## config.mk

```make
export PLATFORM = sky130hd
export DESIGN_NAME = gim_skid
export DESIGN_NICKNAME = d
export VERILOG_FILES = /design/src/sv/gim_pkg.sv /design/src/sv/gim_skid.sv
export SDC_FILE = /design/constraint.sdc
export NUM_CORES = 1
export LEC_CHECK = 0
export ABC_AREA = 1
export BUFFER_PORTS_ARGS = -buffer_cell sky130_fd_sc_hd__buf_4
export CAP_MARGIN = 40
export CELL_PAD_IN_SITES_DETAIL_PLACEMENT = 0
export CELL_PAD_IN_SITES_GLOBAL_PLACEMENT = 1
export CORE_MARGIN = 4
export CORE_UTILIZATION = 40
export DETAILED_ROUTE_END_ITERATION = 8
export GPL_TIMING_DRIVEN = 0
export PLACE_DENSITY = 0.76
export SYNTH_ARGS = -nofsm -noshare
export SYNTH_HDL_FRONTEND = slang
export SYNTH_SLANG_ARGS = --single-unit
```

## constraint.sdc

```tcl
create_clock -name aclk -period 3.86 [get_ports aclk]
set_input_delay 0.193 -clock aclk [delete_from_list [all_inputs] [get_ports aclk]]
set_output_delay 0.193 -clock aclk [all_outputs]
set_load 0.01 [all_outputs]
```

## src/sv/gim_pkg.sv

```systemverilog
package gim_pkg;

    // Item operation codes.
    typedef enum logic [0:0] {
        OP_TICK = 1'b0,
        OP_DOSE = 1'b1
    } op_t;

    // Configuration register indexes.
    typedef enum logic [0:0] {
        CFG_FIRST_MEAL_DELAY  = 1'b0,
        CFG_GLUCOSE_THRESHOLD = 1'b1
    } cfg_index_t;

    localparam int CFG_DATA_W = 16;

    typedef struct packed {
        op_t         operation;
        logic [15:0] dose_units;
        logic [5:0]  meal_grams;
        logic [7:0]  next_meal_gap;
    } in_item_t;

    typedef struct packed {
        logic [31:0] glucose_mmol;
        logic        meal_taken;
        logic [31:0] minutes_now;
    } out_item_t;

    // Result of the state update, before the unit conversion.
    typedef struct packed {
        logic [31:0] glucose_raw;
        logic        meal_taken;
        logic [31:0] minutes_now;
    } core_res_t;

    // Fields that ride alongside the conversion pipeline unchanged.
    typedef struct packed {
        logic        meal_taken;
        logic [31:0] minutes_now;
    } side_t;

    // Reset values of the configuration.
    localparam logic [7:0]  FIRST_MEAL_DELAY_RST  = 8'd180;
    localparam logic [15:0] GLUCOSE_THRESHOLD_RST = 16'd250;

    // Rate coefficients, unsigned Q0.24, rounded to nearest.
    localparam int         COEF_FRAC = 24;
    localparam logic [23:0] C_K12  = 24'd6710886;   // 0.4
    localparam logic [23:0] C_KIQ  = 24'd10066330;  // 0.6
    localparam logic [23:0] C_KID  = 24'd5033165;   // 0.3
    localparam logic [23:0] C_KABS = 24'd5872026;   // 0.35
    localparam logic [23:0] C_KD2Q = 24'd6710886;   // 0.4
    localparam logic [23:0] C_KEMP = 24'd16777;     // 0.001

    localparam int TICK_MINUTES = 5;
    localparam int DOSE_SCALE   = 50;
    localparam int MEAL_SHIFT   = 3;    // eight times the grams

    // Compartment sums are kept signed, wide enough for six terms.
    localparam int SUM_W = 36;
    typedef logic signed [SUM_W-1:0] sum_t;

    // Conversion to mmol/l: (Q1 * 1000 + 9009) / 18018.
    localparam int          NUM_W       = 42;
    localparam int          NUM_HALF    = 21;
    localparam int          Q_W         = 28;
    localparam int          RECIP_SHIFT = 42;
    localparam logic [9:0]  SCALE_MUL   = 10'd1000;
    localparam logic [13:0] SCALE_BIAS  = 14'd9009;
    localparam logic [14:0] DIVISOR     = 15'd18018;
    localparam logic [27:0] RECIP_M     = 28'((64'd1 << RECIP_SHIFT) / 64'd18018);

    // Coefficient times compartment, rounded half up back to the compartment format.
    function automatic logic [31:0] mulc(input logic [23:0] c, input logic [31:0] v);
        logic [55:0] p;
        p = {32'b0, c} * {24'b0, v} + (56'd1 << (COEF_FRAC - 1));
        return p[55:24];
    endfunction

    function automatic sum_t widen(input logic [31:0] v);
        return sum_t'({4'b0, v});
    endfunction

    function automatic logic [31:0] clamp(input sum_t x);
        logic [31:0] r;
        if (x[SUM_W-1]) begin
            r = '0;
        end else if (x[SUM_W-2:32] != '0) begin
            r = '1;
        end else begin
            r = x[31:0];
        end
        return r;
    endfunction

    function automatic logic [31:0] sat_add(input logic [31:0] a, input logic [47:0] b);
        logic [47:0] s;
        s = {16'b0, a} + b;
        return (s[47:32] != '0) ? 32'hFFFF_FFFF : s[31:0];
    endfunction

endpackage

```

## src/sv/gim_skid.sv

```systemverilog
module gim_skid (
    input  logic              aclk,
    input  logic              aresetn,
    input  logic              s_valid,
    output logic              s_ready,
    input  gim_pkg::in_item_t s_data,
    output logic              d_valid,
    input  logic              d_ready,
    output gim_pkg::in_item_t d_data
);
    import gim_pkg::*;

    logic     main_valid_reg, main_valid_next;
    logic     skid_valid_reg, skid_valid_next;
    in_item_t main_data_reg, main_data_next;
    in_item_t skid_data_reg, skid_data_next;
    logic     accept;
    logic     main_load;

    assign s_ready = !skid_valid_reg;
    assign accept  = s_valid && s_ready;
    // The holding register may take a new beat when empty or when it is drained.
    assign main_load = !main_valid_reg || d_ready;

    always_comb begin
        main_valid_next = main_valid_reg;
        skid_valid_next = skid_valid_reg;
        main_data_next  = main_data_reg;
        skid_data_next  = skid_data_reg;
        if (main_load) begin
            main_valid_next = skid_valid_reg || accept;
            main_data_next  = skid_valid_reg ? skid_data_reg : s_data;
            skid_valid_next = 1'b0;
        end else if (accept) begin
            skid_valid_next = 1'b1;
            skid_data_next  = s_data;
        end
    end

    always_ff @(posedge aclk) begin
        if (!aresetn) begin
            main_valid_reg <= 1'b0;
            skid_valid_reg <= 1'b0;
        end else begin
            main_valid_reg <= main_valid_next;
            skid_valid_reg <= skid_valid_next;
        end
    end

    always_ff @(posedge aclk) begin
        main_data_reg <= main_data_next;
        skid_data_reg <= skid_data_next;
    end

    assign d_valid = main_valid_reg;
    assign d_data  = main_data_reg;

endmodule

```

=== After elaboration in Yosys (flattened, before gate mapping) ===
Cells that the tools add are included.

* Flip-flop bits (word level): 64
* Bits of input ports: 35
* Logic and storage cells: 20

* Multiplexer cells: 1
* Bitwise gates (word level): 2
* Reductions and logical operators: 7

{| class="wikitable"
|+ Operator list
! operator !! number
|-
| $mux W31 || 1
|-
| $logic_not A1 Y1 || 2
|-
| $logic_or A1 B1 Y1 || 2
|-
| $not A1 Y1 || 2
|-
| $reduce_and A2 Y1 || 1
|-
| $reduce_or A2 Y1 || 1
|-
| $logic_and A1 B1 Y1 || 1
|}

=== Longest topological paths before layout ===
* Word-level depth: 4
* Mapped depth: 5

=== Worst setup path after synthesis ===
Ideal clock, no wire load.

* Kind: flip-flop to flip-flop
* Start point: reg main_valid_reg (netlist: d_valid)
* End point: reg skid_data_reg[0] (netlist bit) (enable)
* Setup time: 0.420 ns
* Arrival time: 2.528 ns
* Data required time: 3.440 ns
* Path slack: 0.912 ns
* Stages on the path, launching flop included: 3
* Path buffers: 0
* Clock period less this slack: 2.948 ns
* Cell sequence: dfxtp_1 -> nand2_1 -> nor2_1

* Cells in the longest elaborated chain, start to end: 4

{| class="wikitable"
|+ RTL lines
! element !! line !! RTL
|-
| start: declaration || gim_skid.sv:13 || <nowiki>logic main_valid_reg, main_valid_next;</nowiki>
|-
| start signal: assignment || gim_skid.sv:45 || <nowiki>main_valid_reg <= main_valid_next;</nowiki>
|-
| $logic_not A1 Y1 || gim_skid.sv:23 || <nowiki>assign main_load = !main_valid_reg || d_ready;</nowiki>
|-
| $logic_or A1 B1 Y1 || gim_skid.sv:23 ||
|-
| via main_load || gim_skid.sv:18 || <nowiki>logic main_load;</nowiki>
|-
| $not A1 Y1 (no source line) || n/a ||
|-
| $reduce_and A2 Y1 (no source line) || n/a ||
|-
| end signal: assignment || gim_skid.sv:52 || <nowiki>skid_data_reg <= skid_data_next;</nowiki>
|-
| end: declaration || gim_skid.sv:16 || <nowiki>in_item_t skid_data_reg, skid_data_next;</nowiki>
|}

The timed path passes the listed nets, and every way through them passes these cells.
A chain may end at the register's enable or synchronous reset.

=== Worst setup path in the final report ===
* Start point: reg main_valid_reg (netlist: d_valid)
* End point: reg skid_data_reg[24] (netlist bit) (enable)

The elaborated chain is that of the path after synthesis.

==> flow_summary.toml <==
[final_layout]
n_antenna_cell = 0
layout.filler_cells = 517
total_number_of_nets_in_the_final_design = 288
seqCellArea_mm2 = 0.00190
mostFrequentLayoutCell = "sky130_fd_sc_hd__nand2_1"
areaGrowthSynthToFinish_pct = 34.3
finalNonFillerCells = 332
layout.cells.most_common_list = "76 x sky130_fd_sc_hd__nand2_1, 69 x sky130_fd_sc_hd__buf_4, 62 x sky130_fd_sc_hd__edfxtp_1, 20 x sky130_fd_sc_hd__nand2_2, 9 x sky130_fd_sc_hd__clkbuf_8"
layout-drive-gt1-share_pct = 42.4
multi_input_comb_area_um2 = 439

[detailed_routing]
detail_route.wl_per_cell_um = 13.7
route.vias.total = 1460
route.antenna.remaining_nets = 0
via_cell_ratio = 4.40
detail_route.drc_violations = 0
drt-total-wl_um = 4540
drt_iter0_drc = 80
drtPass1Iterations = 4

[timing]
setup_slack_ps = 1840
timing.final.hold_violations = 0
timing.final.crit_share_pct = 52.2
finalMaxSlewViolations = 0
setup_viol_count_final = 0
worstMarginPinSlew_ps = 835
skew_ps = 5.74
fmaxAchievable_mhz = 496
grt_setup_unrepaired = "false"
relSlewSlack_pct = 44.2
finalCriticalPeriod_ps = 2020

[critical_path]
arrival_ps = 2050
slowest_stage = "sky130_fd_sc_hd__nor2_4"
regToRegStartpoint = "d_valid"
worstRegToRegCells = 3
crit_path_max_incr_delay_ps = 640
cp_num_buf_inv = 1
critPathTopFamily = "simple AND/OR/NAND/NOR gates"
criticalPathCategory = "flop to flop"
worst_ep_required_time_ps = 3890
cp_cell_instances = "nand2_2 > nor2_4 > buf_16"
start_kind = "flop"
critPathCapture = "skid_data_reg[24]"
rr_endpoint = "skid_data_reg[24]"
r2r_slack_ps = 1840
path_depth = 3
crit_start = "d_valid"
timing.critical_path.to_type = "flop"
cp_max_fo = 32

[placement]
gp_congestion = 0.707
count_of_placed_standard_cells_including_taps = 317
numPortBuffers = 67
dp.final_hpwl_um = 3070
place_worst_setup_slack_ps = 1760

[clock_tree]
htreeDepth = 3
post_cts_buffers = 0
clkSinkCount = 64
cts_root_buf = "sky130_fd_sc_hd__clkbuf_8"
cts-root-to-sink-buffers = 2
worst_setup_hold_path_clk_slew_ps = 60
clk-insertion-delay-late_ps = 320
cts-buffers-inserted = 9
cts_hold_buf = 0
postCtsResizedCells = 0
cts_tree = "done"

[synth]
synth.mux.area_fraction_pct = 0
synth_largest_type_area_fraction_pct = 76.5
post_synth_xor_area_fraction_pct = 0
synth_top_cell_by_area = "sky130_fd_sc_hd__edfxtp_1"
synth-simple-area-share_pct = 17.4
post_synth_main_area_contributors = "sky130_fd_sc_hd__edfxtp_1 76%, sky130_fd_sc_hd__nand2_1 12%, sky130_fd_sc_hd__nand2_2 4.9%"
synth_warnings = 0
sequential_element_share_of_the_synthesized_area_pct = 78.1
syn-cell-area_mm2 = 0.00243
synthCells = 174
yosys.area_share.adder_pct = 0
net_count_after_synthesis = 209
synth_seq_cells = 64
synth_top_family_by_area = "simple AND/OR/NAND/NOR gates"
synth_compound_gate_area_share_pct = 0.206
syn_area_per_cell_um2 = 14.0
netlist-cell-type-count = 12

[min_path]
hold_path.class = "input port to flop"

[status]
result_of_the_run = "completed"

[power_and_ir_drop]
power_density_mw_per_mm2 = 473
power.leakage_nw = 1.39
vdd_ir_drop_max_mv = 0.297

[floorplanning]
die_width_um = 86.0
std_cell_rows = 28
io_pins = 68
floorplan.core_area_mm2 = 0.00592
die_y_um = 86.0
floorplan.initialDensity_pct = 41.1
die_area_mm2 = 0.00740

[global_routing]
grt_antenna_before_repair = 0
number_of_global_route_vias_before_repair = 1520
largest_net_degree_at_the_start_of_global_routing = 33
gr-usage-all-layers_pct = 13.2
grt_pass1_wl_um = 7340
grt.overflow.total = 0

[job]
max-cap-violations = 0
## cell usage after synthesis (all sizes together)
library cell	n
nand3	1
inv	2
buf	7
nor2	3
o21ai	1
dfxtp	2
nand2	96
edfxtp	62
## routing by layer
metal	global-route usage (%)	share of wire, %	vias to the layer above	wire length, um
met1	16.1	42	668	1910
met5	0	0	-	0
li1	-	-	743	-
met4	6.47	1.5	0	67
met3	5.00	7.6	8	347
met2	20.7	49	41	2220
## report_power, final
part	internal, mW	leakage [nW]	switching (mW)
sequential	0.807	0.620	0.0105
clock	0.355	0.101	0.232
combinational	0.0735	0.672	0.0676
## per-stage QoR
stage	hold WS (ps)	utilization [%]	total power, mW	setup TNS (ps)	cell area [um2]
3_5_place_dp	382	51.8	0.977	0	3070
2_1_floorplan	292	-	0.886	0	2430
5_1_grt	31.9	55.2	1.61	0	3270
4_1_cts	33.2	55.2	1.57	0	3270
6_report	54.6	55.2	1.55	0	3270
3_3_place_gp	381	51.2	0.971	-8700	3030
## layout make-up
cell class,instances,area share [%]
buffer,7,2.72
clock buffer,10,3.90
clock inverter,5,2.22
inverter,2,0.459
multi-input combinational,101,13.4
sequential,64,58.2
tap,75,2.87
timing repair buffer,68,16.2
## cells by family (layout without fill, tap and decap cells)
group	after synthesis	after routing
flip-flops	64	64
AND/OR/NAND/NOR	100	100
AO/OA/AOI/OAI	1	1
buffers and inverters	9	92
## worst min path at each step
stage                          start                 to  cells past startpoint
after floorplan            s_data[0]   skid_data_reg[0]                      0
after global placement    s_data[13]  skid_data_reg[13]                      1
after detailed placement  s_data[14]  skid_data_reg[14]                      1
after CTS                 s_data[18]  skid_data_reg[18]                      1
after global routing      s_data[18]  skid_data_reg[18]                      1
final                     s_data[18]  skid_data_reg[18]                      1
Note: power is estimated with default switching activity, not from simulation.
