## src/sv/gim_pkg.sv

```systemverilog
package gim_pkg;

    // Item operation codes.
    typedef enum logic [0:0] {
        OP_TICK = 1'b0,
        OP_DOSE = 1'b1
    } op_t;

    // Configuration register indexes.
    typedef enum logic [0:0] {
        CFG_FIRST_MEAL_DELAY  = 1'b0,
        CFG_GLUCOSE_THRESHOLD = 1'b1
    } cfg_index_t;

    localparam int CFG_DATA_W = 16;

    typedef struct packed {
        op_t         operation;
        logic [15:0] dose_units;
        logic [5:0]  meal_grams;
        logic [7:0]  next_meal_gap;
    } in_item_t;

    typedef struct packed {
        logic [31:0] glucose_mmol;
        logic        meal_taken;
        logic [31:0] minutes_now;
    } out_item_t;

    // Result of the state update, before the unit conversion.
    typedef struct packed {
        logic [31:0] glucose_raw;
        logic        meal_taken;
        logic [31:0] minutes_now;
    } core_res_t;

    // Fields that ride alongside the conversion pipeline unchanged.
    typedef struct packed {
        logic        meal_taken;
        logic [31:0] minutes_now;
    } side_t;

    // Reset values of the configuration.
    localparam logic [7:0]  FIRST_MEAL_DELAY_RST  = 8'd180;
    localparam logic [15:0] GLUCOSE_THRESHOLD_RST = 16'd250;

    // Rate coefficients, unsigned Q0.24, rounded to nearest.
    localparam int         COEF_FRAC = 24;
    localparam logic [23:0] C_K12  = 24'd6710886;   // 0.4
    localparam logic [23:0] C_KIQ  = 24'd10066330;  // 0.6
    localparam logic [23:0] C_KID  = 24'd5033165;   // 0.3
    localparam logic [23:0] C_KABS = 24'd5872026;   // 0.35
    localparam logic [23:0] C_KD2Q = 24'd6710886;   // 0.4
    localparam logic [23:0] C_KEMP = 24'd16777;     // 0.001

    localparam int TICK_MINUTES = 5;
    localparam int DOSE_SCALE   = 50;
    localparam int MEAL_SHIFT   = 3;    // eight times the grams

    // Compartment sums are kept signed, wide enough for six terms.
    localparam int SUM_W = 36;
    typedef logic signed [SUM_W-1:0] sum_t;

    // Conversion to mmol/l: (Q1 * 1000 + 9009) / 18018.
    localparam int          NUM_W       = 42;
    localparam int          NUM_HALF    = 21;
    localparam int          Q_W         = 28;
    localparam int          RECIP_SHIFT = 42;
    localparam logic [9:0]  SCALE_MUL   = 10'd1000;
    localparam logic [13:0] SCALE_BIAS  = 14'd9009;
    localparam logic [14:0] DIVISOR     = 15'd18018;
    localparam logic [27:0] RECIP_M     = 28'((64'd1 << RECIP_SHIFT) / 64'd18018);

    // Coefficient times compartment, rounded half up back to the compartment format.
    function automatic logic [31:0] mulc(input logic [23:0] c, input logic [31:0] v);
        logic [55:0] p;
        p = {32'b0, c} * {24'b0, v} + (56'd1 << (COEF_FRAC - 1));
        return p[55:24];
    endfunction

    function automatic sum_t widen(input logic [31:0] v);
        return sum_t'({4'b0, v});
    endfunction

    function automatic logic [31:0] clamp(input sum_t x);
        logic [31:0] r;
        if (x[SUM_W-1]) begin
            r = '0;
        end else if (x[SUM_W-2:32] != '0) begin
            r = '1;
        end else begin
            r = x[31:0];
        end
        return r;
    endfunction

    function automatic logic [31:0] sat_add(input logic [31:0] a, input logic [47:0] b);
        logic [47:0] s;
        s = {16'b0, a} + b;
        return (s[47:32] != '0) ? 32'hFFFF_FFFF : s[31:0];
    endfunction

endpackage

```

## src/sv/gim_scale.sv

```systemverilog
module gim_scale (
    input  logic                aclk,
    input  logic                aresetn,
    input  logic                adv,
    input  logic                res_valid,
    input  gim_pkg::core_res_t  res,
    output logic                m_valid,
    output gim_pkg::out_item_t  m_data
);
    import gim_pkg::*;

    localparam int STAGES = 5;
    localparam int SIDE_N = STAGES - 1;
    localparam int PP_W   = NUM_HALF + Q_W;

    logic [STAGES-1:0] vld_reg, vld_next;
    side_t             side_reg [SIDE_N];

    logic [NUM_W-1:0]  num_a_reg, num_b_reg, num_c_reg, num_d_reg;
    logic [PP_W-1:0]   pph_reg, ppl_reg;
    logic [Q_W-1:0]    qe_c_reg, qe_d_reg;
    logic [NUM_W-1:0]  qd_d_reg;
    out_item_t         out_reg;

    logic [NUM_W-1:0]        num_a_next;
    logic [PP_W-1:0]         pph_next, ppl_next;
    logic [NUM_W+Q_W-1:0]    pp_sum;
    logic [Q_W-1:0]          qe_c_next;
    logic [NUM_W:0]          qd_full;
    logic [NUM_W-1:0]        rem;
    out_item_t               out_next;

    always_comb begin
        num_a_next = {10'b0, res.glucose_raw} * {32'b0, SCALE_MUL} + {28'b0, SCALE_BIAS};
        // The quotient estimate is num * M >> 42, with num split into halves.
        pph_next   = {28'b0, num_a_reg[NUM_W-1:NUM_HALF]} * {21'b0, RECIP_M};
        ppl_next   = {28'b0, num_a_reg[NUM_HALF-1:0]} * {21'b0, RECIP_M};
        pp_sum     = ({21'b0, pph_reg} << NUM_HALF) + {21'b0, ppl_reg};
        qe_c_next  = pp_sum[NUM_W+Q_W-1:RECIP_SHIFT];
        qd_full    = {15'b0, qe_c_reg} * {28'b0, DIVISOR};
        // The estimate is low by at most one; the remainder tells which.
        rem        = num_d_reg - qd_d_reg;
        out_next.glucose_mmol = {4'b0, qe_d_reg}
                              + ((rem >= {27'b0, DIVISOR}) ? 32'd1 : 32'd0);
        out_next.meal_taken   = side_reg[SIDE_N-1].meal_taken;
        out_next.minutes_now  = side_reg[SIDE_N-1].minutes_now;
        vld_next = adv ? {vld_reg[STAGES-2:0], res_valid} : vld_reg;
    end

    always_ff @(posedge aclk) begin
        if (!aresetn) begin
            vld_reg <= '0;
        end else begin
            vld_reg <= vld_next;
        end
    end

    always_ff @(posedge aclk) begin
        if (adv) begin
            num_a_reg   <= num_a_next;
            side_reg[0] <= {res.meal_taken, res.minutes_now};
            pph_reg     <= pph_next;
            ppl_reg     <= ppl_next;
            num_b_reg   <= num_a_reg;
            qe_c_reg    <= qe_c_next;
            num_c_reg   <= num_b_reg;
            qd_d_reg    <= qd_full[NUM_W-1:0];
            qe_d_reg    <= qe_c_reg;
            num_d_reg   <= num_c_reg;
            out_reg     <= out_next;
            for (int i = 1; i < SIDE_N; i++) begin
                side_reg[i] <= side_reg[i-1];
            end
        end
    end

    assign m_valid = vld_reg[STAGES-1];
    assign m_data  = out_reg;

endmodule

```

## config.mk

```make
export PLATFORM = sky130hd
export DESIGN_NAME = gim_scale
export DESIGN_NICKNAME = d
export VERILOG_FILES = /design/src/sv/gim_pkg.sv /design/src/sv/gim_scale.sv
export SDC_FILE = /design/constraint.sdc
export NUM_CORES = 2
export LEC_CHECK = 0
export ABC_CLOCK_PERIOD_IN_PS = 12400
export CORE_UTILIZATION = 38
export DETAILED_ROUTE_END_ITERATION = 16
export DONT_BUFFER_PORTS = 1
export SKIP_LAST_GASP = 1
export SLEW_MARGIN = 20
export SYNTH_ARGS = -nofsm -noshare
export SYNTH_HDL_FRONTEND = slang
export SYNTH_SLANG_ARGS = --single-unit
```

## constraint.sdc

```tcl
create_clock -name aclk -period 12.4 [get_ports aclk]
set_input_delay 1.86 -clock aclk [delete_from_list [all_inputs] [get_ports aclk]]
set_output_delay 1.86 -clock aclk [all_outputs]
set_load 0.005 [all_outputs]
```

# Yosys cells after proc, flatten, opt, wreduce, memory -nomap -nowiden
# Memories as Yosys holds them, arrays and structs flattened. A register that Yosys moved wholly into a read port is not among the register bits.
# Cells that the tools add are included.
dict set report word_totals {
  reg_bits 400
  wordCells 24
  memories 1
  mem_bits_rw 132
  output_inout_bits 66
  input_bits 69
}
# name depth width read_ports rd_ports_with_merged_regs write_ports line
set memory_table {}
lappend memory_table {side_reg 4 33 4 1 4 gim_scale.sv:17} ;# side_t side_reg [SIDE_N];
dict set report classes {
  muxes 3
  multipliers 4
  addsub 4
  n_lt_le_gt_ge 1
}
# operator count
set ops {}
lappend ops {{multiplier 21 x 28 -> 49 bit, second input constant} 2}
lappend ops {{adder 70 x 49 -> 70 bit} 1}
lappend ops {{adder 42 x 14 -> 42 bit, second input constant} 1}
lappend ops {{greater-or-equal comparator 42 x 15 -> 1 bit, second input constant} 1}
lappend ops {{subtractor 42 bit} 1}
lappend ops {{multiplier 28 x 14 -> 41 bit, second input constant} 1}
lappend ops {{multiplier 32 x 7 -> 39 bit, second input constant} 1}
lappend ops {{adder 28 x 1 -> 29 bit} 1}
lappend ops {{two-way mux 1 bit} 3}

# Longest topological paths before layout
dict set report logic_depth {
  word_depth 4
  depth_mapped 25
  ltp_nobuf 25
}

# Least setup slack after synthesis
# No wires, ideal clock.
dict set report synth_timing {
  path_kind {input -> register}
  from {input res[39] (netlist bit)}
  to {register num_a_reg[41] (data pin)}
  path_slack_ns 5.382
  required_ns 12.132
  path_stages 18
  setup_time_ns 0.268
  arrival_ns 6.750
  cell_sequence {inv_1 -> fa_1 -> fa_1 -> fa_1 -> inv_1 -> fa_1 -> ha_1 -> a21o_1 -> a211oi_1 -> o21ai_1 -> a211oi_1 -> o31ai_1 -> a31oi_1 -> xor2_1 -> nor4_4 -> nand4_2 -> nor4_2 -> xnor3_1}
}
dict set report synth_between {
  elab_chain_cells 2
}
# element line
set synth_rtl {}
lappend synth_rtl {{start: declaration} gim_scale.sv:6} ;# input gim_pkg::core_res_t res,
lappend synth_rtl {{multiplier 32 x 7 -> 39 bit} gim_scale.sv:34} ;# num_a_next = {10'b0, res.glucose_raw} * {32'b0, SCALE_MUL} + {28'b0, SCALE_BIAS};
lappend synth_rtl {{adder 42 x 14 -> 42 bit} gim_scale.sv:34}
lappend synth_rtl {{net num_a_next[41]} gim_scale.sv:25} ;# logic [NUM_W-1:0] num_a_next;
lappend synth_rtl {{end signal: assignment} gim_scale.sv:60} ;# num_a_reg <= num_a_next;
lappend synth_rtl {{end: declaration} gim_scale.sv:19} ;# logic [NUM_W-1:0] num_a_reg, num_b_reg, num_c_reg, num_d_reg;
# The timed path passes the listed nets, and every way through them passes these cells.
# A chain may end at the register's enable or synchronous reset.

# Worst setup path after layout
dict set report layout_timing {
  from {register num_a_reg[34]}
  to {register pph_reg[48] (data pin)}
}
dict set report layout_between {
  elab_chain_cells 1
}
# element line
set layout_rtl {}
lappend layout_rtl {{multiplier 21 x 28 -> 49 bit} gim_scale.sv:36} ;# pph_next = {28'b0, num_a_reg[NUM_W-1:NUM_HALF]} * {21'b0, RECIP_M};
lappend layout_rtl {{net pph_next[48]} gim_scale.sv:26} ;# logic [PP_W-1:0] pph_next, ppl_next;
lappend layout_rtl {{end signal: assignment} gim_scale.sv:62} ;# pph_reg <= pph_next;
lappend layout_rtl {{end: declaration} gim_scale.sv:20} ;# logic [PP_W-1:0] pph_reg, ppl_reg;
# The timed path passes the listed nets, and every way through them passes these cells.

==> summary.txt <==
Num CTS Buffers - 66
Unrepaired setup endpoints after global routing - no
Post-Synth XOR/XNOR Area - 4.37%
Synth top area share - 31.1%
Worst hold path class - reg -> reg
CP max stage cell - edfxtp_1
CTS H-tree depth - 3
EDFF count, synth - 516
Core Region - 130000 µm²
Synth cell types - 94
Clock root cell - clkbuf_16
Number of port buffers - 0
CTS sink cnt - 521
F_max - 134 MHz
R2r endpoint - pph_reg[48]
Post-synthesis sequential area ratio - 31.3%
Chip height - 364 µm
Slew Limit Fails - 0
Worst setup path class - reg -> reg
Final hold viol count - 0
DRC Markers - 0
Post-synth top flop - edfxtp_1
Async SR Flop Fraction - 0%
Final WL - 104 mm
Post-DP HPWL - 83.9 mm
Util after Layout - 41.7%
Die area - 132000 µm²
Antenna Nets Post-Route - 0
Placed Area - 51800 µm²
Minimum clock period - 7.47 ns
TritonCTS clock tree - yes
Simple-gate share of the synthesized area - 5.23%
Most frequent cells in the layout - inv_1 (1010), ha_1 (802), fa_1 (570)
Cell Chain, Critical Path - fa_1 -> inv_1 -> fa_1 -> fa_1 -> inv_1 -> fa_1 -> inv_1 -> fa_1 -> inv_1 -> fa_1 -> inv_1 -> fa_1 -> inv_1 -> ha_1 -> a21oi_1 -> nand4b_1 -> o31a_1 -> o211ai_1 -> o21ai_0 -> a21oi_1 -> o21ai_0 -> a211oi_1 -> a21oi_1 -> xnor2_1
Synthesized cell area - 49800 µm²
Largest family of logic cells by synthesized area - adder cells
Worst Skew - 0.0330 ns
Starting DRT DRC Count - 1853
Area leader, netlist - edfxtp_1
Slew at the pin with the worst max-slew slack - 1.48 ns
Fill count - 12300
Starting Density - 38.4%
CTS resizes - 0
Outcome - finished clean
Synthesized-area fraction occupied by adder cells - 43.1%
Via density per instance - 4.82
Share of layout cells above drive strength 1 - 3.60%
Setup crit start - num_a_reg[34]
Setup TNS - 0 ns
Syn Inst Count - 4275
Worst endpoint required time - 12.78 ns
Seq. cell area - 15600 µm²
Vias after detailed routing - 29400
Max FFs per register - 132
Post-DR wirelength/cell - 17.1 µm
Finish-stage setup viols - 0
FF-to-FF Start - num_a_reg[34]
Setup crit end kind - flop
Grt ovf - 0
CP Depth - 24
Worst slew margin - 1.55%
Worst Path Max Fanout - 9
Syn avg cell area - 11.6 µm²
Max Cap Violations - 0
Die X-Extent - 364 µm
Crit-path max cell delay - 0.67 ns
Worst EP arrival - 7.85 ns
Synth-to-Final Area Change - 8.66%
R2r worst-path depth - 24
Seq cells post-synth - 521
Largest net degree at the start of global routing - 522
Buf/Inv on CP - 6
Critical path's top delay family - adder cells
Io pins - 135
# hold bufs at CTS - 0
Drt pass-1 iters - 5
Reg-to-reg setup timing slack - 4.93 ns
Row count - 132
Synth Warn # - 0
Post CTS Setup Buffer Count - 0
Vias in the first global route - 31000
Mux cell area share after synthesis - 0.163%
Total track usage - 16.4%
CP dominant cell by count - fa_1
Critical path endpoint - pph_reg[48]
Clk slew on worst S/H paths - 0.06 ns
Layout Nets - 5756
First-pass GRT wire length - 169 mm
Multi-input combinational cell area - 30200 µm²
GPL Wtd Cong - 0.903
Final period util - 60.3%
Clock Latency Late Sink - 0.66 ns
Synth top area cells - edfxtp_1 (31%), fa_1 (23%), ha_1 (20%)
Initial antenna violation count - 10
Final instance area - 54100 µm²
Most common cell after layout, fill and taps aside - inv_1
Synth Area in Compound Gates - 7.90%
Clk buf depth - 3
Critical Path Source Type - flop
## worst reg2reg max path, cell delays in order, from the launching register on
cell and delay (ns):
edfxtp_1 0.67, fa_1 0.66, inv_1 0.06, fa_1 0.49, fa_1 0.52, inv_1 0.06
fa_1 0.53, inv_1 0.06, fa_1 0.53, inv_1 0.05, fa_1 0.53, inv_1 0.06
fa_1 0.53, inv_1 0.04, ha_1 0.35, a21oi_1 0.22, nand4b_1 0.15, o31a_1 0.33
o211ai_1 0.24, o21ai_0 0.11, a21oi_1 0.25, o21ai_0 0.17, a211oi_1 0.35, a21oi_1 0.13
xnor2_1 0.14
## per-layer routing
| metal | share of wire (%) | track usage, % | vias to the layer above |
|---|---|---|---|
| li1 | - | - | 14400 |
| met1 | 47 | 22.6 | 14400 |
| met2 | 46 | 26.3 | 506 |
| met3 | 5.0 | 3.41 | 124 |
| met4 | 1.8 | 3.71 | 12 |
| met5 | 0.059 | 0 | - |
## cells by family (layout without fill, tap and decap cells)
kind of cell,after synthesis,count (layout)
multiplexers,8,8
AND/OR/NAND/NOR,495,495
XOR/XNOR,246,246
adder cells (fa/ha/maj),1372,1372
AO/OA/AOI/OAI,587,587
buffers and inverters,1045,1133
other,1,4
flip-flops,521,521
## through the flow
stage | setup WS, ns | std cells | hold slack, ns
floorplan | 5.38 | 4277 | 0.400
global placement | 4.81 | 5989 | 0.400
detailed placement | 4.78 | 5989 | 0.405
CTS | 4.91 | 6107 | 0.389
global route | 4.57 | 6108 | 0.396
finish | 4.93 | 6108 | 0.394
## cell type report
type	instances	area share, %
Sequential cell	521	28.8
Multi-Input combinational cell	2711	55.9
Inverter	1011	7.02
Tap cell	1742	4.03
Timing Repair Buffer	4	0.0555
Antenna cell	1	0.00463
Clock inverter	35	0.895
Clock buffer	83	3.25
## Yosys cell counts (26+ instances only)
master,number
nor2_1,107
edfxtp_1,516
nor3_1,35
xnor2_1,164
nand2_1,98
ha_1,802
o21ai_0,93
fa_1,570
a21oi_1,166
clkbuf_1,26
and3_1,30
xor2_1,80
inv_1,1010
nor2b_1,29
nand2b_1,26
nand3_1,56
o21a_1,34
a21o_1,81
## how the worst min path moves through the flow
| stage | start | cells after the start | endpoint | slack (ns) |
|---|---|---|---|---|
| after floorplan | side_reg[3][0] | 0 | m_data[0] | 0.40 |
| after global placement | side_reg[3][0] | 0 | m_data[0] | 0.40 |
| after detailed placement | side_reg[3][31] | 0 | m_data[31] | 0.40 |
| after CTS | num_b_reg[32] | 0 | num_c_reg[32] | 0.39 |
| after global routing | side_reg[3][21] | 0 | m_data[21] | 0.40 |
| final | num_b_reg[32] | 0 | num_c_reg[32] | 0.39 |
Power is left out: the tool's default activity adds up to more than one toggle a clock period on the data nets, which glitch-free logic cannot reach.
